--- config.mk ---
export PLATFORM = sky130hd
export DESIGN_NAME = peer_choke_scheduler_unit
export DESIGN_NICKNAME = d
export VERILOG_FILES = /design/src/sv/pcs_pkg.sv /design/src/sv/peer_choke_scheduler_unit.sv /design/src/sv/pcs_datapath.sv /design/src/sv/pcs_ctrl.sv
export VERILOG_INCLUDE_DIRS = /design/src /design/src/sv
export SDC_FILE = /design/constraint.sdc
export NUM_CORES = 2
export LEC_CHECK = 0
export BUFFER_PORTS_ARGS = -buffer_cell sky130_fd_sc_hd__buf_2
export CORE_ASPECT_RATIO = 0.7
export CORE_MARGIN = 3
export CORE_UTILIZATION = 30
export CTS_CLUSTER_DIAMETER = 200
export CTS_CLUSTER_SIZE = 16
export DETAILED_ROUTE_END_ITERATION = 16
export SLEW_MARGIN = 10
export SYNTH_ARGS = -nofsm -noshare
export SYNTH_HDL_FRONTEND = slang
export SYNTH_SLANG_ARGS = --single-unit
--- constraint.sdc ---
create_clock -name clk_i -period 5.1 [get_ports clk_i]
set_input_delay 0.51 -clock clk_i [delete_from_list [all_inputs] [get_ports clk_i]]
set_output_delay 0.51 -clock clk_i [all_outputs]
set_load 0.005 [all_outputs]
--- src/sv/peer_choke_scheduler_unit_assert.svh ---
// Assertion macros for the peer choke scheduler.
`ifndef PEER_CHOKE_SCHEDULER_UNIT_ASSERT_SVH
`define PEER_CHOKE_SCHEDULER_UNIT_ASSERT_SVH

`define PCS_ASSERT_NOW(lbl, ante, cons, msg) \
  lbl: assert property (@(posedge clk_i) disable iff (!rst_ni) (ante) |-> (cons)) \
    else $error(msg);

`define PCS_ASSERT_NEXT(lbl, ante, cons, msg) \
  lbl: assert property (@(posedge clk_i) disable iff (!rst_ni) (ante) |=> (cons)) \
    else $error(msg);

`endif

--- src/sv/pcs_pkg.sv ---
// Types and constants shared by the peer choke scheduler modules.
package pcs_pkg;

  localparam logic [1:0] FUNC_STATUS = 2'd0;
  localparam logic [1:0] FUNC_BYTES  = 2'd1;
  localparam logic [1:0] FUNC_ROUND  = 2'd2;

  localparam logic [1:0] KIND_CHOKE   = 2'd0;
  localparam logic [1:0] KIND_UNCHOKE = 2'd1;
  localparam logic [1:0] KIND_DONE    = 2'd2;

  localparam logic [1:0] CFG_UNCHOKE_TOTAL = 2'd0;
  localparam logic [1:0] CFG_OPT_PERIOD    = 2'd1;
  localparam logic [1:0] CFG_NEW_WEIGHT    = 2'd2;

  localparam int RND_BITS = 16;

  typedef struct packed {
    logic [1:0]  func;
    logic [3:0]  slot;
    logic        in_use;
    logic        is_protocol_peer;
    logic        interested;
    logic        joined;
    logic [31:0] amount;
    logic [15:0] random_value;
  } pcs_in_t;

  typedef struct packed {
    logic [3:0] peer_slot;
    logic [1:0] kind;
    logic [3:0] optimistic_slot;
    logic       optimistic_valid;
    logic       last;
  } pcs_res_t;

  typedef enum logic [3:0] {
    OP_NONE,
    OP_UPDATE,
    OP_PHASE,
    OP_SUM,
    OP_DIV,
    OP_PICK,
    OP_CLRSEL,
    OP_QUOTA,
    OP_MINIT,
    OP_MSCAN,
    OP_MTAKE,
    OP_UNINT,
    OP_MSG,
    OP_DONE
  } pcs_op_e;

  typedef struct packed {
    pcs_op_e op;
    logic    load;
  } pcs_cmd_t;

  typedef struct packed {
    logic draw;
    logic total_zero;
    logic quota_left;
    logic found;
  } pcs_sts_t;

endpackage

--- src/sv/peer_choke_scheduler_unit.sv ---
// Top level of the peer choke scheduler.
//
// channel  direction  handshake             beat
// item     in         start high, !busy     pcs_in_t item_i
// result   out        res_valid_o strobe    pcs_res_t res_o
// config   in         cfg_we_i              cfg_idx_i, cfg_data_i
//
// Lottery rounds add a weight sum, a remainder division and a pick; the
// division and the pick are skipped when no protocol peer is in use. Each
// step walks the slot table one entry a cycle, the lottery remainder takes
// one bit a cycle. Reset leaves all slots choking and idle; the receiver
// cannot stall, so each result shows for exactly one cycle.
module peer_choke_scheduler_unit import pcs_pkg::*; #(
  parameter int PEER_SLOTS = 16
) (
  input  logic       clk_i,
  input  logic       rst_ni,
  input  logic       start,
  output logic       busy,
  input  pcs_in_t    item_i,
  output pcs_res_t   res_o,
  output logic       res_valid_o,
  input  logic       cfg_we_i,
  input  logic [1:0] cfg_idx_i,
  input  logic [3:0] cfg_data_i
);

  `include "peer_choke_scheduler_unit_assert.svh"

  localparam int IW = $clog2(PEER_SLOTS);

  pcs_cmd_t cmd;
  pcs_sts_t sts;
  logic [IW-1:0] idx;

  pcs_ctrl #(.PEER_SLOTS(PEER_SLOTS)) u_ctrl (
    .clk_i, .rst_ni, .start, .func_i(item_i.func), .sts_i(sts),
    .busy, .cmd_o(cmd), .idx_o(idx)
  );

  pcs_datapath #(.PEER_SLOTS(PEER_SLOTS)) u_dp (
    .clk_i, .rst_ni, .cmd_i(cmd), .idx_i(idx), .item_i,
    .cfg_we_i, .cfg_idx_i, .cfg_data_i,
    .sts_o(sts), .res_o, .res_valid_o
  );

  `PCS_ASSERT_NOW(a_done_last, res_valid_o, (res_o.kind == KIND_DONE) == res_o.last, "done beat must carry last")
  `PCS_ASSERT_NEXT(a_last_gap, res_valid_o && res_o.last, !res_valid_o, "beat right after last")
  `PCS_ASSERT_NOW(a_opt_zero, res_valid_o && !res_o.optimistic_valid, res_o.optimistic_slot == 4'd0, "optimistic slot without valid")
  `PCS_ASSERT_NEXT(a_round_busy, start && !busy && item_i.func == FUNC_ROUND, busy, "round not started")

endmodule

--- src/sv/pcs_datapath.sv ---
// Peer table, lottery divider, max search and result register.
module pcs_datapath import pcs_pkg::*; #(
  parameter int PEER_SLOTS = 16,
  localparam int IW = $clog2(PEER_SLOTS)
) (
  input  logic           clk_i,
  input  logic           rst_ni,
  input  pcs_cmd_t       cmd_i,
  input  logic [IW-1:0]  idx_i,
  input  pcs_in_t        item_i,
  input  logic           cfg_we_i,
  input  logic [1:0]     cfg_idx_i,
  input  logic [3:0]     cfg_data_i,
  output pcs_sts_t       sts_o,
  output pcs_res_t       res_o,
  output logic           res_valid_o
);

  localparam int TW = $clog2(3 * PEER_SLOTS + 1);

  logic [3:0] cfg_total_q, cfg_period_q;
  logic [1:0] cfg_weight_q;
  logic [PEER_SLOTS-1:0] use_q, prot_q, int_q, fp_q, sel_q, chk_q;
  logic [31:0] rcv_q [PEER_SLOTS];
  logic [IW-1:0] opt_slot_q;
  logic opt_valid_q;
  logic [3:0] phase_q;
  pcs_in_t itm_q;
  logic [TW-1:0] total_q, rem_q;
  logic [RND_BITS-1:0] rsh_q;
  logic [3:0] quota_q, n_q;
  logic [31:0] thr_q;
  logic thr_none_q, found_q;
  logic [IW-1:0] best_q;
  pcs_res_t res_q;
  logic res_valid_q;

  logic [IW-1:0] uidx, ridx;
  logic [31:0] rx;
  logic [32:0] sum;
  logic [3:0] period, ph, ph_nxt;
  logic [4:0] ph1;
  logic draw;
  logic [1:0] nw, w;
  logic elig;
  logic [TW:0] sh;
  logic [TW-1:0] rem_n;
  logic opt_ok;
  logic [3:0] quota;
  logic cand, better, unint_hit;
  logic [3:0] opt_out;

  assign uidx   = IW'(itm_q.slot);
  assign ridx   = (cmd_i.op == OP_UPDATE) ? uidx : idx_i;
  assign rx     = rcv_q[ridx];
  assign sum    = {1'b0, rx} + {1'b0, itm_q.amount};
  assign period = (cfg_period_q == 4'd0) ? 4'd1 : cfg_period_q;
  assign ph     = (phase_q >= period) ? 4'd0 : phase_q;
  assign draw   = (ph == 4'd0);
  assign ph1    = {1'b0, ph} + 5'd1;
  assign ph_nxt = (ph1 >= {1'b0, period}) ? 4'd0 : ph1[3:0];
  assign nw     = (cfg_weight_q == 2'd0) ? 2'd1 : cfg_weight_q;
  assign elig   = use_q[idx_i] & prot_q[idx_i];
  assign w      = elig ? (fp_q[idx_i] ? nw : 2'd1) : 2'd0;
  assign sh     = {rem_q, rsh_q[RND_BITS-1]};
  assign rem_n  = (sh >= {1'b0, total_q}) ? TW'(sh - {1'b0, total_q}) : TW'(sh);
  assign opt_ok = opt_valid_q & use_q[opt_slot_q] & int_q[opt_slot_q];
  assign quota  = (opt_ok && cfg_total_q == 4'd0) ? 4'd0 : cfg_total_q - {3'd0, opt_ok};
  assign cand   = use_q[idx_i] & ~sel_q[idx_i] & int_q[idx_i];
  assign better = thr_none_q | (rx > thr_q);
  assign unint_hit = use_q[idx_i] & ~int_q[idx_i] & better;
  assign opt_out = opt_valid_q ? 4'(opt_slot_q) : 4'd0;

  assign sts_o.draw       = draw;
  assign sts_o.total_zero = (total_q == '0);
  assign sts_o.quota_left = (n_q < quota_q);
  assign sts_o.found      = found_q;
  assign res_o       = res_q;
  assign res_valid_o = res_valid_q;

  always_ff @(posedge clk_i or negedge rst_ni) begin
    if (!rst_ni) begin
      cfg_total_q  <= 4'd4;
      cfg_period_q <= 4'd3;
      cfg_weight_q <= 2'd3;
      use_q <= '0;
      prot_q <= '0;
      int_q <= '0;
      fp_q <= '0;
      sel_q <= '0;
      chk_q <= '1;
      for (int i = 0; i < PEER_SLOTS; i++) rcv_q[i] <= '0;
      opt_slot_q <= '0;
      opt_valid_q <= 1'b0;
      phase_q <= '0;
      res_valid_q <= 1'b0;
    end else begin
      res_valid_q <= 1'b0;
      if (cfg_we_i) begin
        case (cfg_idx_i)
          CFG_UNCHOKE_TOTAL: cfg_total_q  <= cfg_data_i;
          CFG_OPT_PERIOD:    cfg_period_q <= cfg_data_i;
          CFG_NEW_WEIGHT:    cfg_weight_q <= cfg_data_i[1:0];
          default: ;
        endcase
      end
      if (cmd_i.load) itm_q <= item_i;
      case (cmd_i.op)
        OP_UPDATE: begin
          if (int'(itm_q.slot) < PEER_SLOTS) begin
            if (itm_q.func == FUNC_STATUS) begin
              use_q[uidx]  <= itm_q.in_use;
              prot_q[uidx] <= itm_q.is_protocol_peer;
              int_q[uidx]  <= itm_q.interested;
              if (itm_q.joined) begin
                fp_q[uidx]  <= 1'b1;
                chk_q[uidx] <= 1'b1;
                rcv_q[uidx] <= '0;
              end
            end else if (itm_q.func == FUNC_BYTES) begin
              rcv_q[uidx] <= sum[32] ? 32'hFFFF_FFFF : sum[31:0];
            end
          end
        end
        OP_PHASE: begin
          phase_q <= ph_nxt;
          rem_q   <= '0;
          rsh_q   <= itm_q.random_value;
          total_q <= '0;
          if (draw) begin
            opt_valid_q <= 1'b0;
            opt_slot_q  <= '0;
          end
        end
        OP_SUM: total_q <= total_q + TW'(w);
        OP_DIV: begin
          rem_q <= rem_n;
          rsh_q <= {rsh_q[RND_BITS-2:0], 1'b0};
        end
        OP_PICK: begin
          if (elig) fp_q[idx_i] <= 1'b0;
          if (!opt_valid_q) begin
            if (rem_q < TW'(w)) begin
              opt_valid_q  <= 1'b1;
              opt_slot_q   <= idx_i;
              sel_q[idx_i] <= 1'b1;
            end else begin
              rem_q <= rem_q - TW'(w);
            end
          end
        end
        OP_CLRSEL: begin
          for (int i = 0; i < PEER_SLOTS; i++) begin
            if (use_q[i] && !(opt_valid_q && opt_slot_q == IW'(i))) sel_q[i] <= 1'b0;
          end
        end
        OP_QUOTA: begin
          quota_q    <= quota;
          n_q        <= '0;
          thr_none_q <= 1'b0;
          thr_q      <= 32'hFFFF_FFFF;
        end
        OP_MINIT: begin
          if (n_q < quota_q) begin
            thr_none_q <= 1'b1;
            found_q    <= 1'b0;
          end
        end
        OP_MSCAN: begin
          if (cand && better) begin
            thr_q      <= rx;
            thr_none_q <= 1'b0;
            best_q     <= idx_i;
            found_q    <= 1'b1;
          end
        end
        OP_MTAKE: begin
          if (found_q) begin
            sel_q[best_q] <= 1'b1;
            n_q <= n_q + 4'd1;
          end
        end
        OP_UNINT: if (unint_hit) sel_q[idx_i] <= 1'b1;
        OP_MSG: begin
          if (use_q[idx_i]) begin
            rcv_q[idx_i] <= '0;
            res_q.peer_slot        <= 4'(idx_i);
            res_q.optimistic_slot  <= opt_out;
            res_q.optimistic_valid <= opt_valid_q;
            res_q.last             <= 1'b0;
            if (sel_q[idx_i] && chk_q[idx_i]) begin
              chk_q[idx_i] <= 1'b0;
              res_q.kind   <= KIND_UNCHOKE;
              res_valid_q  <= 1'b1;
            end else if (!chk_q[idx_i] && !sel_q[idx_i]) begin
              chk_q[idx_i] <= 1'b1;
              res_q.kind   <= KIND_CHOKE;
              res_valid_q  <= 1'b1;
            end
          end
        end
        OP_DONE: begin
          res_q.peer_slot        <= 4'd0;
          res_q.kind             <= KIND_DONE;
          res_q.optimistic_slot  <= opt_out;
          res_q.optimistic_valid <= opt_valid_q;
          res_q.last             <= 1'b1;
          res_valid_q            <= 1'b1;
        end
        default: ;
      endcase
    end
  end

endmodule

--- src/sv/pcs_ctrl.sv ---
// Update and round sequencer: walks the slot table once per scanning round step.
module pcs_ctrl import pcs_pkg::*; #(
  parameter int PEER_SLOTS = 16,
  localparam int IW = $clog2(PEER_SLOTS)
) (
  input  logic          clk_i,
  input  logic          rst_ni,
  input  logic          start,
  input  logic [1:0]    func_i,
  input  pcs_sts_t      sts_i,
  output logic          busy,
  output pcs_cmd_t      cmd_o,
  output logic [IW-1:0] idx_o
);

  localparam int CW = (IW > 4) ? IW : 4;

  typedef enum logic [3:0] {
    S_IDLE, S_UPD, S_PHASE, S_SUM, S_DIV, S_PICK, S_CLRSEL, S_QUOTA,
    S_MINIT, S_MSCAN, S_MTAKE, S_UNINT, S_MSG, S_DONE
  } state_e;

  state_e state_q;
  logic [CW-1:0] cnt_q;
  logic scan_end, div_end, acc;

  assign acc      = start && (state_q == S_IDLE);
  assign busy     = (state_q != S_IDLE);
  assign scan_end = (cnt_q == CW'(PEER_SLOTS - 1));
  assign div_end  = (cnt_q == CW'(RND_BITS - 1));
  assign idx_o    = cnt_q[IW-1:0];

  always_comb begin
    cmd_o.load = acc;
    case (state_q)
      S_UPD:    cmd_o.op = OP_UPDATE;
      S_PHASE:  cmd_o.op = OP_PHASE;
      S_SUM:    cmd_o.op = OP_SUM;
      S_DIV:    cmd_o.op = sts_i.total_zero ? OP_NONE : OP_DIV;
      S_PICK:   cmd_o.op = OP_PICK;
      S_CLRSEL: cmd_o.op = OP_CLRSEL;
      S_QUOTA:  cmd_o.op = OP_QUOTA;
      S_MINIT:  cmd_o.op = OP_MINIT;
      S_MSCAN:  cmd_o.op = OP_MSCAN;
      S_MTAKE:  cmd_o.op = OP_MTAKE;
      S_UNINT:  cmd_o.op = OP_UNINT;
      S_MSG:    cmd_o.op = OP_MSG;
      S_DONE:   cmd_o.op = OP_DONE;
      default:  cmd_o.op = OP_NONE;
    endcase
  end

  always_ff @(posedge clk_i or negedge rst_ni) begin
    if (!rst_ni) begin
      state_q <= S_IDLE;
      cnt_q   <= '0;
    end else begin
      case (state_q)
        S_IDLE: begin
          cnt_q <= '0;
          if (acc) begin
            if (func_i == FUNC_ROUND) state_q <= S_PHASE;
            else if (func_i == FUNC_STATUS || func_i == FUNC_BYTES) state_q <= S_UPD;
          end
        end
        S_UPD: state_q <= S_IDLE;
        S_PHASE: begin
          cnt_q   <= '0;
          state_q <= sts_i.draw ? S_SUM : S_CLRSEL;
        end
        S_SUM: begin
          cnt_q <= scan_end ? '0 : cnt_q + 1'b1;
          if (scan_end) state_q <= S_DIV;
        end
        S_DIV: begin
          if (sts_i.total_zero) begin
            state_q <= S_CLRSEL;
          end else begin
            cnt_q <= div_end ? '0 : cnt_q + 1'b1;
            if (div_end) state_q <= S_PICK;
          end
        end
        S_PICK: begin
          cnt_q <= scan_end ? '0 : cnt_q + 1'b1;
          if (scan_end) state_q <= S_CLRSEL;
        end
        S_CLRSEL: state_q <= S_QUOTA;
        S_QUOTA:  state_q <= S_MINIT;
        S_MINIT: begin
          cnt_q   <= '0;
          state_q <= sts_i.quota_left ? S_MSCAN : S_UNINT;
        end
        S_MSCAN: begin
          cnt_q <= scan_end ? '0 : cnt_q + 1'b1;
          if (scan_end) state_q <= S_MTAKE;
        end
        S_MTAKE: state_q <= sts_i.found ? S_MINIT : S_UNINT;
        S_UNINT: begin
          cnt_q <= scan_end ? '0 : cnt_q + 1'b1;
          if (scan_end) state_q <= S_MSG;
        end
        S_MSG: begin
          cnt_q <= scan_end ? '0 : cnt_q + 1'b1;
          if (scan_end) state_q <= S_DONE;
        end
        S_DONE: state_q <= S_IDLE;
        default: state_q <= S_IDLE;
      endcase
    end
  end

endmodule
==> metrics <==
status complete, no violations; CP Depth 18; dpl cells slightly above 5000; sequential area share after synthesis around 51%; Slew headroom 9.25%; Max stage delay cell, worst path mux2i_1; gr ovfl total 0; Initial Utilization a little under a third; fraction of layout cells with a size suffix above 1 around 23%; Setup Skew between 30 and 40 ps; routed length per placed instance 25.5 um; Avg Inst Size Synth between 10 and 15 um2; first-pass GRT wire length 195000 um; Worst-Skew Late Latency roughly 670 ps; Crit path arrival time approximately 5500 ps; CP Launch Type flip-flop; number of vias per cell between 5 and 6; Port Buffer Count between 80 and 90; reg2reg end u_dp.rcv_q[360]; Nets approximately 3600; max-capacitance violation count 0; crit-path max cell delay about 600 ps; Min-Delay Path Class in2reg; Synth-to-Final Area Change 16.4%; worst path cell trace nor2_2 > buf_4 > nand2_1 > buf_4 > mux2i_4 > buf_12 > buf_4 > mux2i_1 > ha_1 > nor3_1 > o21a_1 > o21ai_1 > nor3_4 > or3_2 > buf_12 > o211ai_2 > buf_12 > a22o_1; Clk pwr share 26.0%; R2R Path Start u_ctrl.state_q[3]; Non-Filler Instances about 5200; worst hold start item_i[11]; # DRC 0; Tot GR Track Use a little under a fifth; WP buf/inv 6; Worst-Margin Slew ~1400 ps; total CTS buffers between 50 and 60; Worst Path Max Fanout 21; Yosys cell types 85; fin util 35.5%; antenna violations before repair 2; Longest Clk Path Bufs 3; Final Hold Violating Endpoints 0; Post-Place Worst Slack ~17 ps; Fmax ~200 MHz; Syn. warnings 0; flops & latches, synth 780; die height 310 um; TritonRoute pass-1 iters 6; Net Count, Synth approximately 3400; FFs w/ async S/R, synth 81.5%; core area roughly 130000 um2; Crit Path Class reg2reg; synthesized area ~40000 um2; P_sw around 5700 uW; Leak between 0.02 and 0.025 uW; delay-heaviest family, CP buffers and inverters; sequential share of power roughly two fifths; CTS sink cnt just under 800; vias in the first global route 28700; Critical Path RT 5640 ps; final worst slack ~150 ps; clock-pin slew on the worst setup and hold paths 80 ps; # diodes 0; root buffer cell clkbuf_16; largest net degree at the start of global routing around 170; Die Wd about 440 um; Tmin final 4950 ps; Cells after Synth between 3000 and 4000; worst reg-to-reg path cell count 18; number of enable flip-flop cells after synthesis about 140; Slew Viols, Final 0; final WL 133000 um; row cnt 110; post-route clock period utilization 97.0%; Main synth FF type dfrtp_1; Sw Ratio 34.5%; PD cells 362 nW/um2; CP endpoint u_dp.rcv_q[360]; Detail Route Antenna Nets 0; Combinational Power Share 32.0%; io pins 82; Starting DRT DRC Count about 3800; maximum VDD drop between 0.3 and 0.4 mV; filler cell count roughly 13000; vias ~30000; Internal approximately 11000 uW; CTS tree yes; routability cong. roughly 0.91; dpl hpwl 84000 um; R2R setup slack between 150 and 200 ps; Hold WS between 30 and 40 ps; # setup viols final 0; die area ~140000 um2; Critical Path Start u_ctrl.state_q[3]; crit end category flip-flop; H-tree depth 2
==> cells by family after synthesis <==
| logic type | Yosys count | synth area share, % |
|---|---|---|
| AO/OA/AOI/OAI | 905 | 17.7 |
| XOR/XNOR | 31 | 0.687 |
| adder cells (fa/ha/maj) | 100 | 3.24 |
| buffers and inverters | 349 | 4.22 |
| flip-flops | 780 | 51.3 |
| multiplexers | 327 | 13.4 |
| AND/OR/NAND/NOR | 752 | 9.45 |
==> state kept, by name (all words and copies together), names as in the netlist, 6 cells and up, named ones only <==
name          count
u_dp.rcv_q      512
u_dp.itm_q       54
u_dp.thr_q       32
u_dp.fp_q        16
u_dp.int_q       16
u_dp.prot_q      16
u_dp.rsh_q       16
u_dp.sel_q       16
u_dp.use_q       16
u_dp.res_o       12
u_dp.rem_q        6
u_dp.total_q      6
==> Yosys cell counts (39+ instances only) <==
cell type / instances / area (um2)
a21oi_1: 113 / 566
a22o_1: 452 / 3960
a31oi_1: 39 / 244
buf_2: 89 / 445
clkbuf_1: 127 / 477
dfrtp_1: 615 / 15400
edfxtp_1: 144 / 4320
ha_1: 96 / 1200
inv_1: 84 / 315
mux2_2: 59 / 664
mux2i_1: 111 / 1110
mux4_2: 157 / 3540
nand2_1: 292 / 1100
nand2b_1: 48 / 300
nand3_1: 104 / 521
nand4_1: 44 / 275
nor2_1: 128 / 480
o21ai_0: 61 / 305
o21ai_1: 47 / 235
==> final cells by class <==
| class | instances | area, um2 | area share (%) |
|---|---|---|---|
| multi-input combinational | 2120 | 18200 | 39.5 |
| clock buffer | 87 | 1520 | 3.30 |
| sequential | 780 | 20300 | 44.1 |
| inverter | 87 | 327 | 0.710 |
| clock inverter | 2 | 28.8 | 0.0626 |
| timing repair buffer | 409 | 3490 | 7.59 |
| tap | 1736 | 2170 | 4.72 |
==> cells in the final DEF (no fill, tap or decap), drive strengths merged, types with 41 or more instances in the layout <==
| master | count |
|---|---|
| edfxtp | 144 |
| dlygate4sd3 | 41 |
| o211ai | 56 |
| nand3 | 123 |
| o21ai | 108 |
| nand4 | 44 |
| mux2 | 59 |
| a22o | 452 |
| clkbuf | 91 |
| nand2 | 292 |
| a21oi | 116 |
| ha | 96 |
| nand2b | 48 |
| buf | 364 |
| mux4 | 157 |
| dfrtp | 615 |
| mux2i | 111 |
| inv | 88 |
| nor2 | 129 |
==> power by group through the flow <==
stage                     Combinational (uW)  Sequential, uW  Clock [uW]
after detailed placement                5010            7090           0
after floorplan                         3170            7000           0
after CTS                               5040            6970        4390
after global routing                    5650            7020        4620
after global placement                  4970            7090           0
final                                   5320            6980        4330
==> worst min-delay path by stage <==
stage | cells past startpoint | endpoint
detailed placement | 2 | u_dp.rcv_q[382]
CTS | 1 | u_dp.itm_q[5]
floorplan | 0 | u_ctrl.idx_o[0]
global placement | 2 | u_dp.rcv_q[414]
finish | 1 | u_dp.itm_q[11]
global route | 1 | u_dp.itm_q[17]
==> per-layer routing <==
layer / track usage [%] / vias up / share of wire, %
met5: 0 / - / 0
met4: 4.60 / 0 / 2.5
met3: 4.49 / 221 / 11
met2: 27.0 / 1646 / 42
met1: 28.4 / 15500 / 45
li1: - / 12800 / -
==> worst reg2reg max path, cell delays in order (launching register included) <==
cell and delay (ps):
dfrtp_1 420, nor2_2 130, buf_4 160, nand2_1 180
buf_4 210, mux2i_4 190, buf_12 270, buf_4 410
mux2i_1 610, ha_1 380, nor3_1 250, o21a_1 210
o21ai_1 130, nor3_4 210, or3_2 210, buf_12 270
o211ai_2 200, buf_12 190, a22o_1 210
==> through the flow <==
| step | TNS, ps | power [uW] | area [um2] |
|---|---|---|---|
| after floorplan | 0 | 10200 | 39500 |
| after global routing | -254 | 17300 | 46000 |
| after detailed placement | 0 | 12100 | 43500 |
| final | 0 | 16600 | 46000 |
| after CTS | 0 | 16400 | 45500 |
| after global placement | 0 | 12100 | 43500 |
==> repair_timing <==
| item | 4_1_cts | 5_1_grt |
|---|---|---|
| gates cloned | 0 | 9 |
| endpoints found under the setup margin | 4 | 560 |
| pin swaps | 0 | 12 |
| buffers inserted | 0 | 5 |
| hold buffers | 41 | 0 |
| gates resized for setup | 2 | 57 |
| hold endpoints to repair | 71 | 0 |
(Power assumes the default switching activity.)
